--- src/hw/rtl/sfr_pkg.sv ---
// Shared types, constants and the CRC-8 step function for the status frame receiver.
// Depends on nothing; every other file of the block uses it by scoped names.
`timescale 1ns / 1ps
`default_nettype none

package sfr_pkg;

    // Longest frame the byte counter can track, including the CRC byte.
    localparam int MAX_FRAME = 32;
    // Shortest frame: header, three payload bytes and the CRC byte.
    localparam int MIN_FRAME = 5;
    localparam int CNT_W     = $clog2(MAX_FRAME);

    // Queue depth between front and back; must be a power of two.
    localparam int QDEPTH  = 2;
    localparam int QPTR_W  = $clog2(QDEPTH);
    localparam int QCNT_W  = $clog2(QDEPTH + 1);

    localparam logic [7:0] HEADER_BYTE = 8'hAA;
    localparam logic [7:0] CRC_POLY    = 8'h8C;

    // Input operation codes.
    localparam logic [1:0] OP_RX_BYTE = 2'd0;
    localparam logic [1:0] OP_TICK_10MS = 2'd1;
    localparam logic [1:0] OP_TICK_1S = 2'd2;

    // Request kinds as the back part sees them.
    localparam logic [1:0] KIND_BYTE   = 2'd0;
    localparam logic [1:0] KIND_TICK10 = 2'd1;
    localparam logic [1:0] KIND_TICK1S = 2'd2;

    // Result event codes.
    localparam logic [1:0] EV_GOOD_FRAME   = 2'd0;
    localparam logic [1:0] EV_LINK_TIMEOUT = 2'd1;
    localparam logic [1:0] EV_REPLY_DUE    = 2'd2;

    // Configuration register indexes.
    localparam logic [1:0] CFG_FRAME_LENGTH = 2'd0;
    localparam logic [1:0] CFG_LINK_RELOAD  = 2'd1;
    localparam logic [1:0] CFG_REPLY_RELOAD = 2'd2;

    // Reset values of the configuration registers and the link timer.
    localparam logic [5:0] RST_FRAME_LENGTH = 6'd5;
    localparam logic [7:0] RST_LINK_RELOAD  = 8'd160;
    localparam logic [7:0] RST_REPLY_RELOAD = 8'd2;

    // Positions of the payload bytes inside a frame.
    localparam logic [CNT_W-1:0] POS_HEADER = CNT_W'(0);
    localparam logic [CNT_W-1:0] POS_CTRL   = CNT_W'(1);
    localparam logic [CNT_W-1:0] POS_AUX    = CNT_W'(2);
    localparam logic [CNT_W-1:0] POS_FAN    = CNT_W'(3);

    // One classified request travelling from front to back.
    typedef struct packed {
        logic [1:0] kind;
        logic [7:0] data;
        logic       start;
    } t_cmd;

    // One result item.
    typedef struct packed {
        logic [1:0] event_res;
        logic       power_on;
        logic       compressor_on;
        logic       sleep_on;
        logic       self_test_on;
        logic [1:0] swing_pattern;
        logic       swing_on;
        logic       uvc_on;
        logic [7:0] fan_pwm;
        logic       fan_supply_on;
    } t_result;

    // Reflected CRC-8 update over one byte, eight shift steps.
    function automatic logic [7:0] crc8_update(input logic [7:0] crc, input logic [7:0] b);
        logic [7:0] c;
        c = crc ^ b;
        for (int k = 0; k < 8; k++) begin
            c = c[0] ? ((c >> 1) ^ CRC_POLY) : (c >> 1);
        end
        return c;
    endfunction

endpackage

`default_nettype wire

--- src/hw/rtl/status_frame_receiver_core.sv ---
// A result becomes valid once its request has passed two registers: the request enters the
// queue at acceptance; the back part pops it and loads the result register when that register
// is free or being emptied. Throughput: one request per cycle with an eight-step CRC update,
// unless the result register stalls; the queue and result register let either side stall.
// Reset: synchronous, active low; clears queue, receiver state and reply timer, and loads
// link timer 160 and config defaults (frame length 5, link reload 160, reply reload 2).
// Top level; depends on sfr_pkg, sfr_front, sfr_queue and sfr_back.
`timescale 1ns / 1ps
`default_nettype none

module status_frame_receiver_core (
    input  wire logic        i_clk,
    input  wire logic        i_rst_n,
    // Configuration write port.
    input  wire logic        i_cfg_we,
    input  wire logic [1:0]  i_cfg_index,
    input  wire logic [7:0]  i_cfg_wdata,
    // Input stream.
    input  wire logic        s_tvalid,
    output logic             s_tready,
    input  wire logic [15:0] s_tdata,   // [7:0] rx_byte, [8] frame_start, rest zero
    input  wire logic [1:0]  s_tuser,   // [1:0] operation
    // Result stream.
    output logic             m_tvalid,
    input  wire logic        m_tready,
    output logic [23:0]      m_tdata,   // [0] power_on, [1] compressor_on, [2] sleep_on,
                                        // [3] self_test_on, [5:4] swing_pattern,
                                        // [6] swing_on, [7] uvc_on, [15:8] fan_pwm,
                                        // [16] fan_supply_on, rest zero
    output logic [1:0]       m_tuser    // [1:0] event_res
);

    logic             w_q_ready;
    logic             w_q_push;
    sfr_pkg::t_cmd    w_push_cmd;
    logic             w_q_valid;
    logic             w_q_pop;
    sfr_pkg::t_cmd    w_pop_cmd;
    sfr_pkg::t_result w_res;

    sfr_front u_front (
        .i_s_tvalid (s_tvalid),
        .i_s_tdata  (s_tdata),
        .i_s_tuser  (s_tuser),
        .o_s_tready (s_tready),
        .i_q_ready  (w_q_ready),
        .o_q_push   (w_q_push),
        .o_q_cmd    (w_push_cmd)
    );

    sfr_queue u_queue (
        .i_clk   (i_clk),
        .i_rst_n (i_rst_n),
        .i_push  (w_q_push),
        .i_cmd   (w_push_cmd),
        .o_ready (w_q_ready),
        .i_pop   (w_q_pop),
        .o_valid (w_q_valid),
        .o_cmd   (w_pop_cmd)
    );

    sfr_back u_back (
        .i_clk       (i_clk),
        .i_rst_n     (i_rst_n),
        .i_cfg_we    (i_cfg_we),
        .i_cfg_index (i_cfg_index),
        .i_cfg_wdata (i_cfg_wdata),
        .i_q_valid   (w_q_valid),
        .i_q_cmd     (w_pop_cmd),
        .o_q_pop     (w_q_pop),
        .o_res_valid (m_tvalid),
        .o_res       (w_res),
        .i_res_ready (m_tready)
    );

    // The event kind travels on tuser; the status fields fill tdata from the lowest bit.
    assign m_tuser = w_res.event_res;
    assign m_tdata = {7'd0, w_res.fan_supply_on, w_res.fan_pwm, w_res.uvc_on, w_res.swing_on,
                      w_res.swing_pattern, w_res.self_test_on, w_res.sleep_on,
                      w_res.compressor_on, w_res.power_on};

endmodule

`default_nettype wire

--- src/hw/rtl/sfr_front.sv ---
// Front part: accepts input requests and classifies them into queue entries.
// Depends on sfr_pkg; feeds sfr_queue.
`timescale 1ns / 1ps
`default_nettype none

module sfr_front (
    input  wire logic          i_s_tvalid,
    input  wire logic [15:0]   i_s_tdata,
    input  wire logic [1:0]    i_s_tuser,
    output logic               o_s_tready,
    input  wire logic          i_q_ready,
    output logic               o_q_push,
    output sfr_pkg::t_cmd      o_q_cmd
);

    logic w_known;

    // The front takes a request whenever the queue has room.
    assign o_s_tready = i_q_ready;

    // Unused operation codes are taken and dropped here.
    always_comb begin
        w_known       = 1'b1;
        o_q_cmd.kind  = sfr_pkg::KIND_BYTE;
        o_q_cmd.data  = i_s_tdata[7:0];
        o_q_cmd.start = i_s_tdata[8];
        case (i_s_tuser)
            sfr_pkg::OP_RX_BYTE:   o_q_cmd.kind = sfr_pkg::KIND_BYTE;
            sfr_pkg::OP_TICK_10MS: o_q_cmd.kind = sfr_pkg::KIND_TICK10;
            sfr_pkg::OP_TICK_1S:   o_q_cmd.kind = sfr_pkg::KIND_TICK1S;
            default:               w_known = 1'b0;
        endcase
    end

    assign o_q_push = i_s_tvalid && i_q_ready && w_known;

endmodule

`default_nettype wire

--- src/hw/rtl/sfr_queue.sv ---
// Short request queue between front and back so that each side stalls on its own.
// Depends on sfr_pkg for the entry type and depth.
`timescale 1ns / 1ps
`default_nettype none

module sfr_queue (
    input  wire logic          i_clk,
    input  wire logic          i_rst_n,
    input  wire logic          i_push,
    input  wire sfr_pkg::t_cmd i_cmd,
    output logic               o_ready,
    input  wire logic          i_pop,
    output logic               o_valid,
    output sfr_pkg::t_cmd      o_cmd
);

    sfr_pkg::t_cmd                  r_mem [sfr_pkg::QDEPTH];
    logic [sfr_pkg::QPTR_W-1:0]     r_wptr, n_wptr;
    logic [sfr_pkg::QPTR_W-1:0]     r_rptr, n_rptr;
    logic [sfr_pkg::QCNT_W-1:0]     r_count, n_count;
    logic                           w_do_pop;

    // No request is taken while reset is held.
    assign o_ready  = i_rst_n && (r_count != sfr_pkg::QCNT_W'(sfr_pkg::QDEPTH));
    assign o_valid  = r_count != '0;
    assign o_cmd    = r_mem[r_rptr];
    assign w_do_pop = i_pop && o_valid;

    // Pointer and fill count update.
    always_comb begin
        n_wptr  = r_wptr;
        n_rptr  = r_rptr;
        n_count = r_count;
        if (i_push) begin
            n_wptr = r_wptr + 1'b1;
        end
        if (w_do_pop) begin
            n_rptr = r_rptr + 1'b1;
        end
        if (i_push && !w_do_pop) begin
            n_count = r_count + 1'b1;
        end else if (!i_push && w_do_pop) begin
            n_count = r_count - 1'b1;
        end
    end

    always_ff @(posedge i_clk) begin
        if (!i_rst_n) begin
            r_wptr  <= '0;
            r_rptr  <= '0;
            r_count <= '0;
        end else begin
            r_wptr  <= n_wptr;
            r_rptr  <= n_rptr;
            r_count <= n_count;
        end
    end

    // Entry storage.
    always_ff @(posedge i_clk) begin
        if (i_push) begin
            r_mem[r_wptr] <= i_cmd;
        end
    end

    a_count_bound: assert property (@(posedge i_clk) disable iff (!i_rst_n)
        r_count <= sfr_pkg::QCNT_W'(sfr_pkg::QDEPTH))
        else $error("queue fill count beyond depth");

    a_no_push_full: assert property (@(posedge i_clk) disable iff (!i_rst_n)
        i_push |-> o_ready)
        else $error("request pushed into a full queue");

    a_ptr_track: assert property (@(posedge i_clk) disable iff (!i_rst_n)
        (r_count == '0) |-> (r_wptr == r_rptr))
        else $error("empty queue with pointers apart");

endmodule

`default_nettype wire

--- src/hw/rtl/sfr_back.sv ---
// Back part: frame reception, CRC check, timers, configuration and the result register.
// Depends on sfr_pkg; pops requests from sfr_queue.
`timescale 1ns / 1ps
`default_nettype none

module sfr_back (
    input  wire logic          i_clk,
    input  wire logic          i_rst_n,
    input  wire logic          i_cfg_we,
    input  wire logic [1:0]    i_cfg_index,
    input  wire logic [7:0]    i_cfg_wdata,
    input  wire logic          i_q_valid,
    input  wire sfr_pkg::t_cmd i_q_cmd,
    output logic               o_q_pop,
    output logic               o_res_valid,
    output sfr_pkg::t_result   o_res,
    input  wire logic          i_res_ready
);

    localparam int CNT_W = sfr_pkg::CNT_W;

    // Configuration registers.
    logic [5:0]       r_cfg_len;
    logic [7:0]       r_cfg_link;
    logic [7:0]       r_cfg_reply;

    // Receiver and timer state.
    logic [CNT_W-1:0] r_cnt, n_cnt;
    logic             r_receiving, n_receiving;
    logic [7:0]       r_crc, n_crc;
    logic             r_header_good, n_header_good;
    logic [7:0]       r_ctrl, n_ctrl;
    logic [7:0]       r_aux, n_aux;
    logic [7:0]       r_fan, n_fan;
    logic [7:0]       r_link, n_link;
    logic [7:0]       r_reply, n_reply;
    logic             r_power, n_power;

    // Result register.
    logic             r_out_valid;
    sfr_pkg::t_result r_out;
    logic             w_res_fire;
    sfr_pkg::t_result w_res;

    logic [CNT_W-1:0] w_last;
    logic [CNT_W-1:0] w_idx;
    logic             w_adv;

    // The back moves on when the result register is free or being emptied.
    assign w_adv       = !r_out_valid || i_res_ready;
    assign o_q_pop     = i_q_valid && w_adv;
    assign o_res_valid = r_out_valid;
    assign o_res       = r_out;

    // Index of the CRC byte, with the frame length clamped to the supported range.
    always_comb begin
        if (r_cfg_len < 6'(sfr_pkg::MIN_FRAME)) begin
            w_last = CNT_W'(sfr_pkg::MIN_FRAME - 1);
        end else if (8'(r_cfg_len) > 8'(sfr_pkg::MAX_FRAME)) begin
            w_last = CNT_W'(sfr_pkg::MAX_FRAME - 1);
        end else begin
            w_last = CNT_W'(r_cfg_len - 6'd1);
        end
    end

    // Execute one request per cycle while the result register is free or being emptied.
    always_comb begin
        n_cnt         = r_cnt;
        n_receiving   = r_receiving;
        n_crc         = r_crc;
        n_header_good = r_header_good;
        n_ctrl        = r_ctrl;
        n_aux         = r_aux;
        n_fan         = r_fan;
        n_link        = r_link;
        n_reply       = r_reply;
        n_power       = r_power;
        w_res_fire    = 1'b0;
        w_res         = '0;
        w_idx         = i_q_cmd.start ? sfr_pkg::POS_HEADER : r_cnt;
        if (o_q_pop) begin
            case (i_q_cmd.kind)
                sfr_pkg::KIND_BYTE: begin
                    if (i_q_cmd.start || r_receiving) begin
                        // A count at or past the end (frame shortened mid-frame) is the CRC byte.
                        if (w_idx >= w_last) begin
                            // CRC byte closes the frame either way.
                            n_receiving = 1'b0;
                            n_cnt       = '0;
                            if (r_header_good && (i_q_cmd.data == r_crc)) begin
                                n_power             = r_ctrl[0];
                                n_link              = r_cfg_link;
                                n_reply             = r_cfg_reply;
                                w_res_fire          = 1'b1;
                                w_res.event_res     = sfr_pkg::EV_GOOD_FRAME;
                                w_res.power_on      = r_ctrl[0];
                                w_res.compressor_on = r_ctrl[1];
                                w_res.sleep_on      = r_ctrl[2];
                                w_res.self_test_on  = r_ctrl[3];
                                w_res.swing_pattern = r_ctrl[5:4];
                                w_res.swing_on      = r_ctrl[6];
                                w_res.uvc_on        = r_ctrl[7];
                                w_res.fan_pwm       = r_fan;
                                w_res.fan_supply_on = r_aux[7];
                            end
                        end else begin
                            n_receiving = 1'b1;
                            n_cnt       = w_idx + 1'b1;
                            if (w_idx == sfr_pkg::POS_HEADER) begin
                                n_header_good = i_q_cmd.data == sfr_pkg::HEADER_BYTE;
                                n_crc         = sfr_pkg::crc8_update(8'd0, i_q_cmd.data);
                            end else begin
                                n_crc = sfr_pkg::crc8_update(r_crc, i_q_cmd.data);
                                if (w_idx == sfr_pkg::POS_CTRL) begin
                                    n_ctrl = i_q_cmd.data;
                                end else if (w_idx == sfr_pkg::POS_AUX) begin
                                    n_aux = i_q_cmd.data;
                                end else if (w_idx == sfr_pkg::POS_FAN) begin
                                    n_fan = i_q_cmd.data;
                                end
                            end
                        end
                    end
                end
                sfr_pkg::KIND_TICK10: begin
                    if (r_reply != 8'd0) begin
                        n_reply = r_reply - 8'd1;
                        if (r_reply == 8'd1) begin
                            w_res_fire      = 1'b1;
                            w_res.event_res = sfr_pkg::EV_REPLY_DUE;
                            w_res.power_on  = r_power;
                        end
                    end
                end
                sfr_pkg::KIND_TICK1S: begin
                    if (r_link != 8'd0) begin
                        n_link = r_link - 8'd1;
                        if (r_link == 8'd1) begin
                            n_power         = 1'b0;
                            w_res_fire      = 1'b1;
                            w_res.event_res = sfr_pkg::EV_LINK_TIMEOUT;
                        end
                    end
                end
                default: begin
                end
            endcase
        end
    end

    // State registers.
    always_ff @(posedge i_clk) begin
        if (!i_rst_n) begin
            r_cnt         <= '0;
            r_receiving   <= 1'b0;
            r_crc         <= '0;
            r_header_good <= 1'b0;
            r_ctrl        <= '0;
            r_aux         <= '0;
            r_fan         <= '0;
            r_link        <= sfr_pkg::RST_LINK_RELOAD;
            r_reply       <= '0;
            r_power       <= 1'b0;
        end else begin
            r_cnt         <= n_cnt;
            r_receiving   <= n_receiving;
            r_crc         <= n_crc;
            r_header_good <= n_header_good;
            r_ctrl        <= n_ctrl;
            r_aux         <= n_aux;
            r_fan         <= n_fan;
            r_link        <= n_link;
            r_reply       <= n_reply;
            r_power       <= n_power;
        end
    end

    // Configuration writes; an index beyond the list is ignored.
    always_ff @(posedge i_clk) begin
        if (!i_rst_n) begin
            r_cfg_len   <= sfr_pkg::RST_FRAME_LENGTH;
            r_cfg_link  <= sfr_pkg::RST_LINK_RELOAD;
            r_cfg_reply <= sfr_pkg::RST_REPLY_RELOAD;
        end else if (i_cfg_we) begin
            case (i_cfg_index)
                sfr_pkg::CFG_FRAME_LENGTH: r_cfg_len   <= i_cfg_wdata[5:0];
                sfr_pkg::CFG_LINK_RELOAD:  r_cfg_link  <= i_cfg_wdata;
                sfr_pkg::CFG_REPLY_RELOAD: r_cfg_reply <= i_cfg_wdata;
                default: begin
                end
            endcase
        end
    end

    // Result register valid flag.
    always_ff @(posedge i_clk) begin
        if (!i_rst_n) begin
            r_out_valid <= 1'b0;
        end else if (w_adv) begin
            r_out_valid <= w_res_fire;
        end
    end

    // Result payload.
    always_ff @(posedge i_clk) begin
        if (w_res_fire) begin
            r_out <= w_res;
        end
    end

    a_idle_count: assert property (@(posedge i_clk) disable iff (!i_rst_n)
        !r_receiving |-> (r_cnt == '0))
        else $error("byte count not cleared with no frame open");

    a_timeout_power: assert property (@(posedge i_clk) disable iff (!i_rst_n)
        (w_res_fire && w_res.event_res == sfr_pkg::EV_LINK_TIMEOUT) |=> (r_power == 1'b0))
        else $error("power still on after a link timeout");

    a_good_reload: assert property (@(posedge i_clk) disable iff (!i_rst_n)
        (w_res_fire && w_res.event_res == sfr_pkg::EV_GOOD_FRAME)
        |=> (r_link == $past(r_cfg_link) && r_reply == $past(r_cfg_reply)))
        else $error("timers not reloaded after a good frame");

endmodule

`default_nettype wire
--- config.mk ---
export PLATFORM = sky130hd
export DESIGN_NAME = status_frame_receiver_core
export DESIGN_NICKNAME = d
export VERILOG_FILES = /design/src/hw/rtl/sfr_pkg.sv /design/src/hw/rtl/status_frame_receiver_core.sv /design/src/hw/rtl/sfr_front.sv /design/src/hw/rtl/sfr_queue.sv /design/src/hw/rtl/sfr_back.sv
export SDC_FILE = /design/constraint.sdc
export NUM_CORES = 1
export LEC_CHECK = 0
export ABC_AREA = 1
export BUFFER_PORTS_ARGS = -buffer_cell sky130_fd_sc_hd__buf_2
export CAP_MARGIN = 20
export CORE_MARGIN = 8
export CORE_UTILIZATION = 35
export DETAILED_ROUTE_END_ITERATION = 8
export PLACE_DENSITY = 0.56
export SLEW_MARGIN = 20
export SYNTH_ARGS = -nofsm -noshare
export SYNTH_HDL_FRONTEND = slang
export SYNTH_SLANG_ARGS = --single-unit
--- constraint.sdc ---
create_clock -name i_clk -period 3.94 [get_ports i_clk]
set_clock_uncertainty 0.1 [all_clocks]
set_input_delay 0.788 -clock i_clk [delete_from_list [all_inputs] [get_ports i_clk]]
set_output_delay 0.788 -clock i_clk [all_outputs]
set_load 0.01 [all_outputs]
==> results.ini <==
[outcome]
status=completed

[floorplanning]
dieArea_um2=22800
die_width_um=151
die_h_um=151
start_util=0.356
io_pins=61
core-area_um2=18000
rows=49

[clock_tree]
clk_pin_slew_ns=0.06
htreeDepth=4
clock_path_buffers=2
ctsResizeCount=0
cts-root-buf=clkbuf_16
clk_latency_ns=0.42
ctsHoldBuffers=0
postCtsSetupRepairBufs=0
tritoncts=done
cts.sinks=118
numCtsBuffers=17

[timing]
whs_ns=0.348
finalCritPeriodShare=0.798
min_period_ns=3.14
hold_viol=0
max_freq_ghz=0.318
setup_viol=0
slew_viol_final=0
worstMarginPinSlew_ns=0.967
rsz0062_at_grt=no
tns_ns=0
maxSlewHeadroom=0.353

[yosys]
syn_avg_cell_area_um2=7.50
netlist_instances=852
ys_types=44
synth_top_area_frac=0.241
synth_area_leaders=dfxtp_1 (24%), edfxtp_1 (19%), nand2_1 (12%), inv_1 (6.5%), nor2_1 (5.8%)
synth_top_area_cell=dfxtp_1
yosysWarnings=0
synth_area_um2=6390
ys_ff_latch=118
yosysSeqAreaShare=0.434

[critical_path]
critical_path.endpoint_type=flip-flop
cp-start-kind=flip-flop
r2r_end=u_back.o_res[4]
r2r_cells=14
crit_fanout=19
path_class=flip-flop to flip-flop
worstPathRequired_ns=3.99
reg2reg_slack_ns=0.80
crit_arrival_ns=3.20

[layout]
diodes=0
final_cell_mix=nand2_1 (197), inv_1 (110), nor2_1 (98)
nNetsFinal=958
utilization=0.413
layout-drive-gt1-share=0.147
syn_to_final_growth_pct=15.9
final_common_cell=nand2_1

[route]
wl_mm=14.9
postRouteAntennaNets=0
wire_per_inst_um=13.0
drt_iter0_markers=317
drc_errors=0
vias_per_cell=4.68
vias=5370
dr.pass1.iters=5

[power]
power_uw=4670
peakVddDrop_mv=0.325
power.leakage_uw=0.00330
power_density_nw_per_um2=630

[global_route]
grt_pass1_vias=4948
grt_first_pass_wirelength_mm=24.4
globalRouteTotalUtil=0.136
grt_antenna_before_repair=0
grt_overflow=0
grt_max_degree=59

[hold_path]
whs_endpoint=u_queue.r_rptr
hold_path_depth=1
hold_path.startpoint=u_queue.r_rptr
min_path_type=flip-flop to flip-flop

[placement]
place.gp.congestion=0.907
port_buffers=46
hpwl_mm=10.8

[flow_run]
cap_violations=0

-- worst max-delay path, stage by stage, from the launching register on --
cell and delay (ns):
dfxtp_1 0.50, inv_8 0.11, or2_2 0.28, o21ai_0 0.25, inv_1 0.18, ha_1 0.34, inv_1 0.34, nor2_1 0.07
nand4_1 0.16, inv_1 0.06, nor2_1 0.10, nand2_1 0.06, nand2_1 0.07, inv_1 0.04, buf_4 0.20
-- cells by family after synthesis --
kind of cell,after synthesis,synth area share
AOI/OAI and AO/OA,148,0.124
xor gates and xnor gates,9,0.0123
adders and majority gates,20,0.0391
buffers and inverters,147,0.101
DFF,118,0.434
other,1,0.000587
and+or+nand+nor,409,0.289
-- where the power goes --
part / leakage [uW] / switching [uW] / internal, uW / total, uW
clock: 0.000281 / 585 / 971 / 1560
combinational: 0.00202 / 1130 / 524 / 1650
sequential: 0.00101 / 83.4 / 1370 / 1460
total: 0.00330 / 1800 / 2870 / 4670
-- state kept, by name, summed over array words and instances (netlist names), 8 cells and up, named ones only --
register and cells:
u_back.o_res 19, u_back.r_cfg_link 8, u_back.r_cfg_reply 8, u_back.r_crc 8, u_back.r_ctrl 8, u_back.r_fan 8
u_back.r_link 8, u_back.r_reply 8, u_queue.r_mem 22
-- cells in the mapped netlist --
cell type	number
inv_1	110
a2bb2oi_1	1
o21ai_1	4
o21a_1	2
or2_1	3
buf_6	5
nor2_4	11
nand3_4	1
clkbuf_1	10
xnor2_1	3
buf_4	8
nor3_2	2
nor3_1	7
nand2_4	1
nand3_1	57
edfxtp_1	41
buf_12	1
o21ai_0	63
a21oi_2	1
nand2_1	197
nor2_2	1
nand4_4	1
nand2_2	11
clkinv_1	2
dfxtp_1	77
nand3b_1	1
o21ai_2	2
buf_2	3
a21o_1	1
xor2_1	6
o211ai_1	3
a21oi_1	60
ha_1	20
or2_2	5
o31ai_1	4
inv_2	7
nand3_2	4
a31oi_1	6
nor2_1	98
nand4_1	7
nor4_1	2
o21bai_1	1
inv_8	1
conb_1	1
-- worst max path at each step --
| stage | from | endpoint | slack (ns) |
|---|---|---|---|
| finish | flip-flop | u_back.o_res[4] | 0.80 |
| floorplan | u_back.r_cfg_len[0] | u_back.o_res[0] | 1.04 |
| CTS | u_back.r_cfg_len[1] | u_back.o_res[11] | 0.45 |
| detailed placement | u_back.r_cfg_len[0] | u_back.o_res[11] | 0.44 |
| global placement | flip-flop | u_back.o_res[13] | 0.56 |
| global route | u_back.r_cfg_len[1] | u_back.r_reply[2] | 0.52 |
-- routing by layer --
| metal | part of all wire | vias to the layer above | routed length [um] | track usage |
|---|---|---|---|---|
| li1 | - | 2857 | - | - |
| met1 | 0.49 | 2386 | 7260 | 0.183 |
| met2 | 0.44 | 115 | 6550 | 0.205 |
| met3 | 0.056 | 12 | 837 | 0.0311 |
| met4 | 0.014 | 0 | 207 | 0.0559 |
| met5 | 0 | - | 0 | 0 |
-- metrics by stage --
step,cells,worst slack [ns],area (um2)
after global routing,1147,0.523,7410
after detailed placement,1115,0.444,6810
after CTS,1147,0.452,7410
after global placement,1115,0.558,6810
after floorplan,858,1.04,6420
final,1147,0.796,7410
-- cell type report --
| class | instances | area [um2] |
|---|---|---|
| Multi-Input combinational cell | 593 | 3000 |
| Clock inverter | 13 | 146 |
| Timing Repair Buffer | 55 | 298 |
| Sequential cell | 118 | 2770 |
| Fill cell | 1829 | 10600 |
| Tap cell | 229 | 287 |
| Inverter | 120 | 458 |
| Clock buffer | 19 | 453 |
No activity file was read; power rests on OpenSTA's default activity.
